[src/pfr_pkg.sv]
// ----------------------------------------------------------------------------
// pfr_pkg: shared types and constants for the page frame replacement table
// Policy codes, scan flag bundle and fixed field widths.
// ----------------------------------------------------------------------------
package pfr_pkg;

    typedef logic [1:0] policy_t;

    localparam policy_t POL_FIFO = 2'd0;
    localparam policy_t POL_LRU  = 2'd1;
    localparam policy_t POL_LFU  = 2'd2;

    localparam int FAULT_BITS = 32;
    localparam int SLOT_BITS  = 2;

    localparam logic ACT_ACCESS = 1'b0;
    localparam logic ACT_FLUSH  = 1'b1;

    // findings collected by the scan unit over one pass
    typedef struct packed {
        logic hit_found;
        logic empty_found;
        logic fifo_valid;
    } pfr_flags_t;

endpackage

[src/page_frame_replacement.sv]
// ----------------------------------------------------------------------------
// page_frame_replacement: fully associative frame table, FIFO/LRU/LFU
// Looks up a page, picks a victim on a fault, reports eviction and faults.
// ----------------------------------------------------------------------------
//
//  channel   handshake            payload
//  -------   ------------------   ------------------------------------------
//  command   start / busy         action, page_number
//  result    done (one cycle)     hit, frame_slot, evicted_valid,
//                                 evicted_page, fault_total
//  config    cfg_write            cfg_data (replacement policy)
//
// An access word passes from the accepting edge through the scan of every
// frame in the shared compare unit (one frame per cycle), then the update
// state, and ends with the done pulse that carries its result.
// A flush skips the scan and goes straight to update, then done.
// busy is high from the accepting edge until the result is registered; done
// pulses in the following cycle, which already accepts the next word.
// Reset empties all frames, clears scores, pointer, fault count and policy.
// The receiver cannot stall: done lasts one cycle and is not held.
//
module page_frame_replacement #(
    parameter int FRAME_COUNT = 3,
    parameter int PAGE_BITS   = 16,
    parameter int SCORE_BITS  = 16
) (
    input  logic                            clk,
    input  logic                            rst_n,
    input  logic                            start,
    output logic                            busy,
    input  logic                            action,
    input  logic [PAGE_BITS-1:0]            page_number,
    input  logic                            cfg_write,
    input  pfr_pkg::policy_t                cfg_data,
    output logic                            done,
    output logic                            hit,
    output logic [pfr_pkg::SLOT_BITS-1:0]   frame_slot,
    output logic                            evicted_valid,
    output logic [PAGE_BITS-1:0]            evicted_page,
    output logic [pfr_pkg::FAULT_BITS-1:0]  fault_total
);

    localparam int IDX_W  = (FRAME_COUNT > 1) ? $clog2(FRAME_COUNT) : 1;
    localparam int WIDE_W = IDX_W + pfr_pkg::SLOT_BITS;
    localparam logic [IDX_W-1:0]      LAST_IDX  = IDX_W'(FRAME_COUNT - 1);
    localparam logic [SCORE_BITS-1:0] SCORE_MAX = '1;
    localparam logic [SCORE_BITS-1:0] SCORE_ONE = SCORE_BITS'(1);
    localparam logic [pfr_pkg::FAULT_BITS-1:0] FAULT_MAX = '1;

    typedef enum logic [2:0] {
        S_IDLE   = 3'b001,
        S_SCAN   = 3'b010,
        S_UPDATE = 3'b100
    } state_t;

    state_t state_reg, state_next;

    // frame table
    logic [PAGE_BITS-1:0]  page_reg  [FRAME_COUNT];
    logic [FRAME_COUNT-1:0] valid_reg;
    logic [SCORE_BITS-1:0] score_reg [FRAME_COUNT];
    logic [IDX_W-1:0]      ptr_reg;
    logic [pfr_pkg::FAULT_BITS-1:0] fault_reg;
    pfr_pkg::policy_t      policy_reg;

    // latched command word and scan index
    logic                  action_reg;
    logic [PAGE_BITS-1:0]  key_reg;
    logic [IDX_W-1:0]      idx_reg;

    // registered result
    logic                  done_reg, hit_reg, ev_valid_reg;
    logic [pfr_pkg::SLOT_BITS-1:0] slot_out_reg;
    logic [PAGE_BITS-1:0]  ev_page_reg;

    // scan unit findings
    pfr_pkg::pfr_flags_t   flags;
    logic [IDX_W-1:0]      hit_idx, empty_idx, best_idx;
    logic [SCORE_BITS-1:0] hit_score;
    logic [PAGE_BITS-1:0]  best_page, fifo_page;

    logic                  scanning, accept, scored, is_lru, is_lfu;
    logic [SCORE_BITS-1:0] age_inc, hit_inc;
    logic [IDX_W-1:0]      slot;
    logic [WIDE_W-1:0]     slot_wide;
    logic                  ev_valid;
    logic [PAGE_BITS-1:0]  ev_page;

    assign accept   = start && !busy;
    assign scanning = (state_reg == S_SCAN);
    assign is_lru   = (policy_reg == pfr_pkg::POL_LRU);
    assign is_lfu   = (policy_reg == pfr_pkg::POL_LFU);
    assign scored   = is_lru || is_lfu;

    pfr_scan #(
        .FRAME_COUNT (FRAME_COUNT),
        .PAGE_BITS   (PAGE_BITS),
        .SCORE_BITS  (SCORE_BITS),
        .IDX_W       (IDX_W)
    ) u_scan (
        .clk       (clk),
        .rst_n     (rst_n),
        .step      (scanning),
        .first     (idx_reg == '0),
        .idx       (idx_reg),
        .fifo_ptr  (ptr_reg),
        .policy    (policy_reg),
        .key       (key_reg),
        .frm_valid (valid_reg[idx_reg]),
        .frm_page  (page_reg[idx_reg]),
        .frm_score (score_reg[idx_reg]),
        .flags     (flags),
        .hit_idx   (hit_idx),
        .hit_score (hit_score),
        .empty_idx (empty_idx),
        .best_idx  (best_idx),
        .best_page (best_page),
        .fifo_page (fifo_page)
    );

    // saturating increments: LRU ageing of the scanned frame, LFU hit count
    assign age_inc = (score_reg[idx_reg] == SCORE_MAX) ? SCORE_MAX
                                                       : score_reg[idx_reg] + SCORE_ONE;
    assign hit_inc = (hit_score == SCORE_MAX) ? SCORE_MAX : hit_score + SCORE_ONE;

    // victim choice after the scan
    always_comb
    begin
        ev_valid = 1'b0;
        ev_page  = '0;
        if (flags.hit_found)
            slot = hit_idx;
        else if (scored)
        begin
            if (flags.empty_found)
                slot = empty_idx;
            else
            begin
                slot     = best_idx;
                ev_valid = 1'b1;
                ev_page  = best_page;
            end
        end
        else
        begin
            // FIFO, also for the unused policy code
            slot     = ptr_reg;
            ev_valid = flags.fifo_valid;
            ev_page  = flags.fifo_valid ? fifo_page : '0;
        end
        slot_wide = WIDE_W'(slot);
    end

    always_comb
    begin
        state_next = state_reg;
        case (state_reg)
            S_IDLE:
                if (accept)
                    state_next = (action == pfr_pkg::ACT_FLUSH) ? S_UPDATE : S_SCAN;
            S_SCAN:
                if (idx_reg == LAST_IDX)
                    state_next = S_UPDATE;
            S_UPDATE:
                state_next = S_IDLE;
            default:
                state_next = S_IDLE;
        endcase
    end

    assign busy = (state_reg != S_IDLE);

    // control and frame state
    always_ff @(posedge clk or negedge rst_n)
    begin
        if (!rst_n)
        begin
            state_reg  <= S_IDLE;
            idx_reg    <= '0;
            valid_reg  <= '0;
            ptr_reg    <= '0;
            fault_reg  <= '0;
            policy_reg <= pfr_pkg::POL_FIFO;
            done_reg   <= 1'b0;
            for (int i = 0; i < FRAME_COUNT; i++)
                score_reg[i] <= '0;
        end
        else
        begin
            state_reg <= state_next;
            done_reg  <= (state_reg == S_UPDATE);
            if (cfg_write)
                policy_reg <= cfg_data;
            if (accept)
                idx_reg <= '0;
            else if (scanning && idx_reg != LAST_IDX)
                idx_reg <= idx_reg + 1'b1;

            // LRU: age each valid frame as the scan passes it
            if (scanning && is_lru && valid_reg[idx_reg])
                score_reg[idx_reg] <= age_inc;

            if (state_reg == S_UPDATE)
            begin
                if (action_reg == pfr_pkg::ACT_FLUSH)
                begin
                    valid_reg <= '0;
                    ptr_reg   <= '0;
                    fault_reg <= '0;
                    for (int i = 0; i < FRAME_COUNT; i++)
                        score_reg[i] <= '0;
                end
                else
                begin
                    if (!flags.hit_found)
                    begin
                        valid_reg[slot] <= 1'b1;
                        if (fault_reg != FAULT_MAX)
                            fault_reg <= fault_reg + 1'b1;
                        if (!scored)
                            ptr_reg <= (ptr_reg == LAST_IDX) ? '0 : ptr_reg + 1'b1;
                    end
                    if (is_lru)
                        score_reg[slot] <= '0;
                    else if (is_lfu)
                        score_reg[slot] <= flags.hit_found ? hit_inc : SCORE_ONE;
                end
            end
        end
    end

    // payload: command latch, page write, result word
    always_ff @(posedge clk)
    begin
        if (accept)
        begin
            action_reg <= action;
            key_reg    <= page_number;
        end
        if (state_reg == S_UPDATE)
        begin
            if (action_reg == pfr_pkg::ACT_FLUSH)
            begin
                hit_reg      <= 1'b0;
                slot_out_reg <= '0;
                ev_valid_reg <= 1'b0;
                ev_page_reg  <= '0;
            end
            else
            begin
                if (!flags.hit_found)
                    page_reg[slot] <= key_reg;
                hit_reg      <= flags.hit_found;
                slot_out_reg <= slot_wide[pfr_pkg::SLOT_BITS-1:0];
                ev_valid_reg <= ev_valid && !flags.hit_found;
                ev_page_reg  <= flags.hit_found ? '0 : ev_page;
            end
        end
    end

    assign done          = done_reg;
    assign hit           = hit_reg;
    assign frame_slot    = slot_out_reg;
    assign evicted_valid = ev_valid_reg;
    assign evicted_page  = ev_page_reg;
    assign fault_total   = fault_reg;

endmodule

[src/pfr_scan.sv]
// ----------------------------------------------------------------------------
// pfr_scan: shared compare unit for the frame scan
// One frame per cycle: match, first empty, best score and FIFO victim capture.
// ----------------------------------------------------------------------------
module pfr_scan #(
    parameter int FRAME_COUNT = 3,
    parameter int PAGE_BITS   = 16,
    parameter int SCORE_BITS  = 16,
    parameter int IDX_W       = 2
) (
    input  logic                  clk,
    input  logic                  rst_n,
    input  logic                  step,
    input  logic                  first,
    input  logic [IDX_W-1:0]      idx,
    input  logic [IDX_W-1:0]      fifo_ptr,
    input  pfr_pkg::policy_t      policy,
    input  logic [PAGE_BITS-1:0]  key,
    input  logic                  frm_valid,
    input  logic [PAGE_BITS-1:0]  frm_page,
    input  logic [SCORE_BITS-1:0] frm_score,
    output pfr_pkg::pfr_flags_t   flags,
    output logic [IDX_W-1:0]      hit_idx,
    output logic [SCORE_BITS-1:0] hit_score,
    output logic [IDX_W-1:0]      empty_idx,
    output logic [IDX_W-1:0]      best_idx,
    output logic [PAGE_BITS-1:0]  best_page,
    output logic [PAGE_BITS-1:0]  fifo_page
);

    pfr_pkg::pfr_flags_t   flags_reg, flags_next;
    logic [IDX_W-1:0]      hit_idx_reg, empty_idx_reg, best_idx_reg;
    logic [SCORE_BITS-1:0] hit_score_reg, best_score_reg;
    logic [PAGE_BITS-1:0]  best_page_reg, fifo_page_reg;
    logic                  prev_hit, prev_empty;
    logic                  take_hit, take_empty, take_best, take_fifo;

    always_comb
    begin
        prev_hit   = first ? 1'b0 : flags_reg.hit_found;
        prev_empty = first ? 1'b0 : flags_reg.empty_found;
        take_hit   = !prev_hit && frm_valid && (frm_page == key);
        take_empty = !prev_empty && !frm_valid;
        // LRU keeps the largest age, LFU the smallest count; ties keep the lower index
        if (first)
            take_best = 1'b1;
        else if (policy == pfr_pkg::POL_LRU)
            take_best = frm_score > best_score_reg;
        else
            take_best = frm_score < best_score_reg;
        take_fifo = (idx == fifo_ptr);

        flags_next             = flags_reg;
        flags_next.hit_found   = prev_hit | take_hit;
        flags_next.empty_found = prev_empty | take_empty;
        if (take_fifo)
            flags_next.fifo_valid = frm_valid;
    end

    always_ff @(posedge clk or negedge rst_n)
    begin
        if (!rst_n)
            flags_reg <= '0;
        else if (step)
            flags_reg <= flags_next;
    end

    always_ff @(posedge clk)
    begin
        if (step)
        begin
            if (take_hit)
            begin
                hit_idx_reg   <= idx;
                hit_score_reg <= frm_score;
            end
            if (take_empty)
                empty_idx_reg <= idx;
            if (take_best)
            begin
                best_idx_reg   <= idx;
                best_score_reg <= frm_score;
                best_page_reg  <= frm_page;
            end
            if (take_fifo)
                fifo_page_reg <= frm_page;
        end
    end

    assign flags     = flags_reg;
    assign hit_idx   = hit_idx_reg;
    assign hit_score = hit_score_reg;
    assign empty_idx = empty_idx_reg;
    assign best_idx  = best_idx_reg;
    assign best_page = best_page_reg;
    assign fifo_page = fifo_page_reg;

endmodule

[config.mk]
export PLATFORM = sky130hd
export DESIGN_NAME = page_frame_replacement
export DESIGN_NICKNAME = d
export VERILOG_FILES = /design/src/pfr_pkg.sv /design/src/page_frame_replacement.sv /design/src/pfr_scan.sv
export SDC_FILE = /design/constraint.sdc
export NUM_CORES = 1
export LEC_CHECK = 0
export ABC_AREA = 1
export BUFFER_PORTS_ARGS = -buffer_cell sky130_fd_sc_hd__buf_4
export CAP_MARGIN = 25
export CORE_UTILIZATION = 55
export DETAILED_ROUTE_END_ITERATION = 16
export GPL_ROUTABILITY_DRIVEN = 0
export PLACE_DENSITY = 0.83
export SYNTH_ARGS = -nofsm -noshare
export SYNTH_HDL_FRONTEND = slang
export SYNTH_HIERARCHICAL = 1
export SYNTH_SLANG_ARGS = --single-unit
[constraint.sdc]
create_clock -name clk -period 3.4 [get_ports clk]
set_clock_uncertainty 0.1 [all_clocks]
set_input_delay 0.17 -clock clk [delete_from_list [all_inputs] [get_ports clk]]
set_output_delay 0.17 -clock clk [all_outputs]
set_load 0.005 [all_outputs]
# Word-level counts from Yosys, hierarchy flattened
# Memories as Yosys holds them, arrays and structs flattened.
# Index checks and enable logic that the tools add are counted.
op_classes:
  n_reduce_logical: 29
  addsub: 5
  bitwise_logic: 7
  n_eq_ne: 18
  muxes: 53
  magnitude_cmp: 9
op_table:
  columns: ["op", "n"]
  rows:
  - ["2-to-1 mux 48 bit", 5]
  - ["2-to-1 mux 16 bit", 10]
  - ["bitwise mux 48 bit", 2]
  - ["2-to-1 mux 32 bit", 3]
  - ["demux 16 bit (select 2 bit)", 2]
  - ["bitwise AND 48 bit", 1]
  - ["inverter 48 bit", 1]
  - ["adder 16 x 1 -> 16 bit (second input constant)", 2]
  - ["adder 32 x 1 -> 32 bit (second input constant)", 1]
  - ["binary-select mux 16 bit (select 2 bit)", 1]
  - ["equality test 16 bit (second input constant)", 2]
  - ["inequality test 32 bit (second input constant)", 1]
  - ["2-to-1 mux 2 bit", 9]
  - ["equality test 16 bit", 1]
  - ["greater-than comparator 16 bit", 1]
  - ["< comparator 16 bit", 1]
  - ["2-to-1 mux 3 bit", 5]
  - ["2-to-1 mux 1 bit", 13]
  - ["AND reduction 2 bit", 6]
  - ["logical AND 1 bit", 11]
  - ["inequality test 2 bit (second input constant)", 4]
  - ["equality test 2 bit (second input constant)", 3]
  - [">= comparator 3 bit (second input constant)", 2]
  - ["< comparator 2 x 3 -> 1 bit (second input constant)", 2]
  - ["22 further kinds", 32]
word_totals:
  register_bits: 203
  output_inout_bits: 54
  mem_count: 1
  ramBits: 48
  inputBits: 23
mem_list:
  columns: ["memory", "depth", "width", "read_ports", "rd_ports_with_merged_regs", "wr", "line", "source"]
  rows:
  - ["page_reg", 3, 16, 1, 0, 1, "page_frame_replacement.sv:59", "logic [PAGE_BITS-1:0] page_reg [FRAME_COUNT];"]

# Logic depth before layout (Yosys ltp)
logic_depth:
  depth_word: 14
  ltp_mapped: 19
  mapped_depth_nobuf: 17

# By module
# The synthesis kept the hierarchy.
by_module_without_submodules:
  columns: ["mod", "area_per_inst_um2", "cells_each", "seq_area_each_um2", "instances"]
  rows:
  - ["page_frame_replacement", 9868.2, 1218, 4880.9, 1]
  - ["pfr_scan", 3005.4, 220, 2177.1, 1]

# Worst setup path before layout
# OpenSTA, ideal clock, no wires.
synth_timing:
  path_type: "reg-to-reg"
  start: "register idx_reg[0]"
  end: "register u_scan.hit_idx_reg[0], in the netlist u_scan/hit_idx[0] (enable)"
  period_less_slack_ns: 3.373
  setup_slack_ns: 0.027
  arrival_time_ns: 2.880
  path_stages_with_launch: 14
  path_buffers: 4
  path_cell_list: "dfrtp_1 buf_6 inv_4 buf_6 clkbuf_1 clkbuf_1 nand2_1 a21oi_1 inv_1 nand2_1 o21ai_0 nor3_1 nand3_1 nor2_1"
synth_between:
  elab_chain_cells: 6
  elab_cells_between_ends: 10
synth_lines:
  columns: ["element", "line", "source"]
  rows:
  - ["start: declaration", "page_frame_replacement.sv:69", "logic [IDX_W-1:0] idx_reg;"]
  - ["start signal: assignment", "page_frame_replacement.sv:197", "idx_reg <= idx_reg + 1'b1;"]
  - ["parallel branches: the longest is 4 deep, another holds memory (3 x 16 bit)", null, null]
  - ["logical AND 1 bit *", "pfr_scan.sv:42", "take_hit = !prev_hit && frm_valid && (frm_page == key);"]
  - ["AND reduction 2 bit (no line) *", null, null]
  - ["end signal: assignment", "pfr_scan.sv:74", "hit_idx_reg <= idx;"]
  - ["end: declaration", "pfr_scan.sv:32", "logic [IDX_W-1:0] hit_idx_reg, empty_idx_reg, best_idx_reg;"]
# Mark *: on every way between the ends. The select of a mux whose other input is x is not followed.
# A chain may end at the register's enable or synchronous reset.

# Worst setup path in the final report
layout_timing:
  start: "register idx_reg[0]"
  end: "register u_scan.best_page_reg[13], in the netlist u_scan/best_page[13] (enable)"
layout_between:
  elab_chain_cells: 8
  elab_cells_between_ends: 10
layout_lines:
  columns: ["element", "line", "source"]
  rows:
  - ["inverter 2 -> 3 bit (not written as such)", "page_frame_replacement.sv:111", ".frm_score (score_reg[idx_reg]),"]
  - ["binary-select mux 16 bit (select 2 bit)", "page_frame_replacement.sv:111", null]
  - ["2-to-1 mux 16 bit (not written as such) (2 in a row)", "page_frame_replacement.sv:111", null]
  - ["< comparator 16 bit or greater-than comparator 16 bit (tied branches)", "pfr_scan.sv:50, pfr_scan.sv:48", null]
  - ["2-to-1 mux 1 bit", "pfr_scan.sv:47", "else if (policy == pfr_pkg::POL_LRU)"]
  - ["2-to-1 mux 1 bit *", "pfr_scan.sv:45", "if (first)"]
  - ["AND reduction 2 bit (no line) *", null, null]
  - ["end signal: assignment", "pfr_scan.sv:83", "best_page_reg <= frm_page;"]
  - ["end: declaration", "pfr_scan.sv:34", "logic [PAGE_BITS-1:0] best_page_reg, fifo_page_reg;"]
# Mark *: on every way between the ends. The rest lies on a longest branch, timed or not. The select of a mux whose other input is x is not followed.

==> metrics.yaml <==
status: "complete, no violations"
hold_viol: 0
io_pins: 77
synth_ff_type: "edfxtp_1"
setup_violations: 0
drive_gt1_frac: 0.133
synth.most_common_cell: "nand2_1"
grt_pass1_vias: 10300
relSlewSlack: 0.403
dp.cells: 1806
leakagePower_nw: 6.51
hpwlAfterDp_mm: 23.4
synthCells: 1438
pwr_density_cell_nw_per_um2: 766
clockBufferDepth: 3
grt_max_degree: 66
max_freq_ghz: 0.333
clk_latency_ns: 0.56
crit_type: "flip-flop to flip-flop"
peakVddDrop_v: 0.000677
cts_num_sinks: 251
die_h_um: 155
maxSlewViolCount: 0
max_cap_violations: 0
fill_cells: 1716
ys_warn_count: 6
fin_setup_tns_ns: 0
track_usage: 0.288
worstMarginPinSlew_ns: 0.896
final_util: 0.656
synthToLayoutAreaGrowth_pct: 16.1
cts_setup_buffers: 0
cp.required_ns: 3.52
place_area_um2: 13800
p_total_mw: 11.4
hp-class: "input pin to async pin"
routedWlPerCell_um: 18.3
port_buffers: 76
drc: 0
seq_area_frac_synth: 0.548
first_pass_iters: 6
yosys.area.top_type_share: 0.362
grt_pass1_wl_mm: 54.2
drt_iter0_drc: 1529
syn_area_um2: 12900
synth_fp_nets: 1485
overflow: 0
synth.avg_cell_area_um2: 8.95
clkTransAtPathRegs_ns: 0.07
crit_arrival_ns: 3.12
finalCriticalPeriod_ns: 3.00
vias: 11000
layout.cells.non_filler: 1881
ys_types: 47
end_kind: "flip-flop"
fin_crit_sh: 0.882
ys_ff_latch: 251
placement.setup.worst_slack_ns: 0.495
htreeDepth: 1
vias_per_cell: 5.83
nets: 1594
synthTopCellsByArea: "edfxtp_1 (36%), dfrtp_1 (18%), nand2_1 (10%)"
antenna_left: 0
totalWireLength_mm: 34.4
fp-row-count: 55
cts_tree: "yes"
diodes: 0
cp-start-kind: "flip-flop"
core_area_um2: 22800
crit_fanout: 37
cts_buffers: 27
antenna_found_initial: 0
r2r_cells: 15
rsz0062_at_grt: "false"
fin_area_um2: 14900
root_buffer: "clkbuf_16"
hold_ws_ns: 0.179
die_w_um: 155
synthArstFlopShare: 0.382
die_area_um2: 24000
synth_common_cells: "nand2_1 (354), edfxtp_1 (155), inv_1 (152)"
finalWorstSetupSlack_ns: 0.401
initial_core_util: 0.565
yosysTopAreaCell: "edfxtp_1"
synth_edf_count: 155
cells in the final DEF, fill, tap and decap left out, types with 7 or more instances in the layout:
cell type        n
a21oi_1        126
buf_4          100
clkbuf_16       27
dfrtp_1         95
dlygate4sd3_1   25
edfxtp_1       155
ha_1            24
inv_1          152
inv_2            7
nand2_1        354
nand2_2         28
nand3_1         84
nand3_2          9
nand4_1         24
nor2_1         118
nor2_4           8
nor3_1          22
o21ai_0         91
o21ai_1          7
o31ai_1         14
xnor2_1         11
xor2_1          23
critical path: stages (launching register included):
cell and delay [ns]:
dfrtp_1 0.42, inv_4 0.34, nand2_1 0.13, nand3_1 0.13, nand2_2 0.13, ha_1 0.36, nand2_1 0.08, nand2_1 0.05
nand2_1 0.05, nand2_1 0.05, a21oi_1 0.21, nand4_1 0.11, nand3_1 0.11, nand2_1 0.05, inv_1 0.06, buf_4 0.26
final cells by class:
type | instances | area, um2 | share of cell area
multi-input combinational | 980 | 4950 | 0.331
inverter | 162 | 616 | 0.0412
clock inverter | 17 | 231 | 0.0155
sequential | 251 | 7060 | 0.472
tap | 313 | 392 | 0.0262
clock buffer | 33 | 698 | 0.0467
timing repair buffer | 125 | 1000 | 0.0670
where the power goes:
| part | internal, mW | switching [mW] |
|---|---|---|
| combinational | 1.18 | 2.83 |
| sequential | 3.99 | 0.337 |
| clock | 1.85 | 1.25 |
path summary, 6_finish.rpt:
check                          startpoint                    to  slack (ns)
setup reg to reg               idx_reg[0]  u_scan/best_page[13]        0.40
min in group clk           page_number[2]            key_reg[2]        0.23
max in group asynchronous           rst_n          state_reg[0]        2.17
setup / recovery               idx_reg[0]  u_scan/best_page[13]        0.40
hold reg to reg              valid_reg[1]          valid_reg[1]        0.41
hold / removal                      rst_n         score_reg[14]        0.18
logic make-up (layout without fill, tap and decap cells):
logic type | count (synthesis) | count (layout) | synth area share
AOI/OAI and AO/OA | 255 | 255 | 0.105
xor gates and xnor gates | 34 | 34 | 0.0231
adders and majority gates | 24 | 24 | 0.0233
buffers and inverters | 207 | 337 | 0.0673
DFF | 251 | 251 | 0.548
muxes | 1 | 1 | 0.000778
and+or+nand+nor | 666 | 666 | 0.232
repair_timing:
action | CTS | global route
resized for setup | 0 | 0
endpoints found under the setup margin | 0 | 0
hold buffers | 25 | 0
hold endpoints to repair | 86 | 0
per-layer routing:
metal | track usage | share of wire | vias to the layer above
met2 | 0.459 | 0.46 | 700
met4 | 0.100 | 0.035 | 0
met3 | 0.0557 | 0.11 | 104
li1 | - | - | 5019
met1 | 0.396 | 0.40 | 5146
met5 | 0 | 0 | -
(Power assumes the default switching activity.)
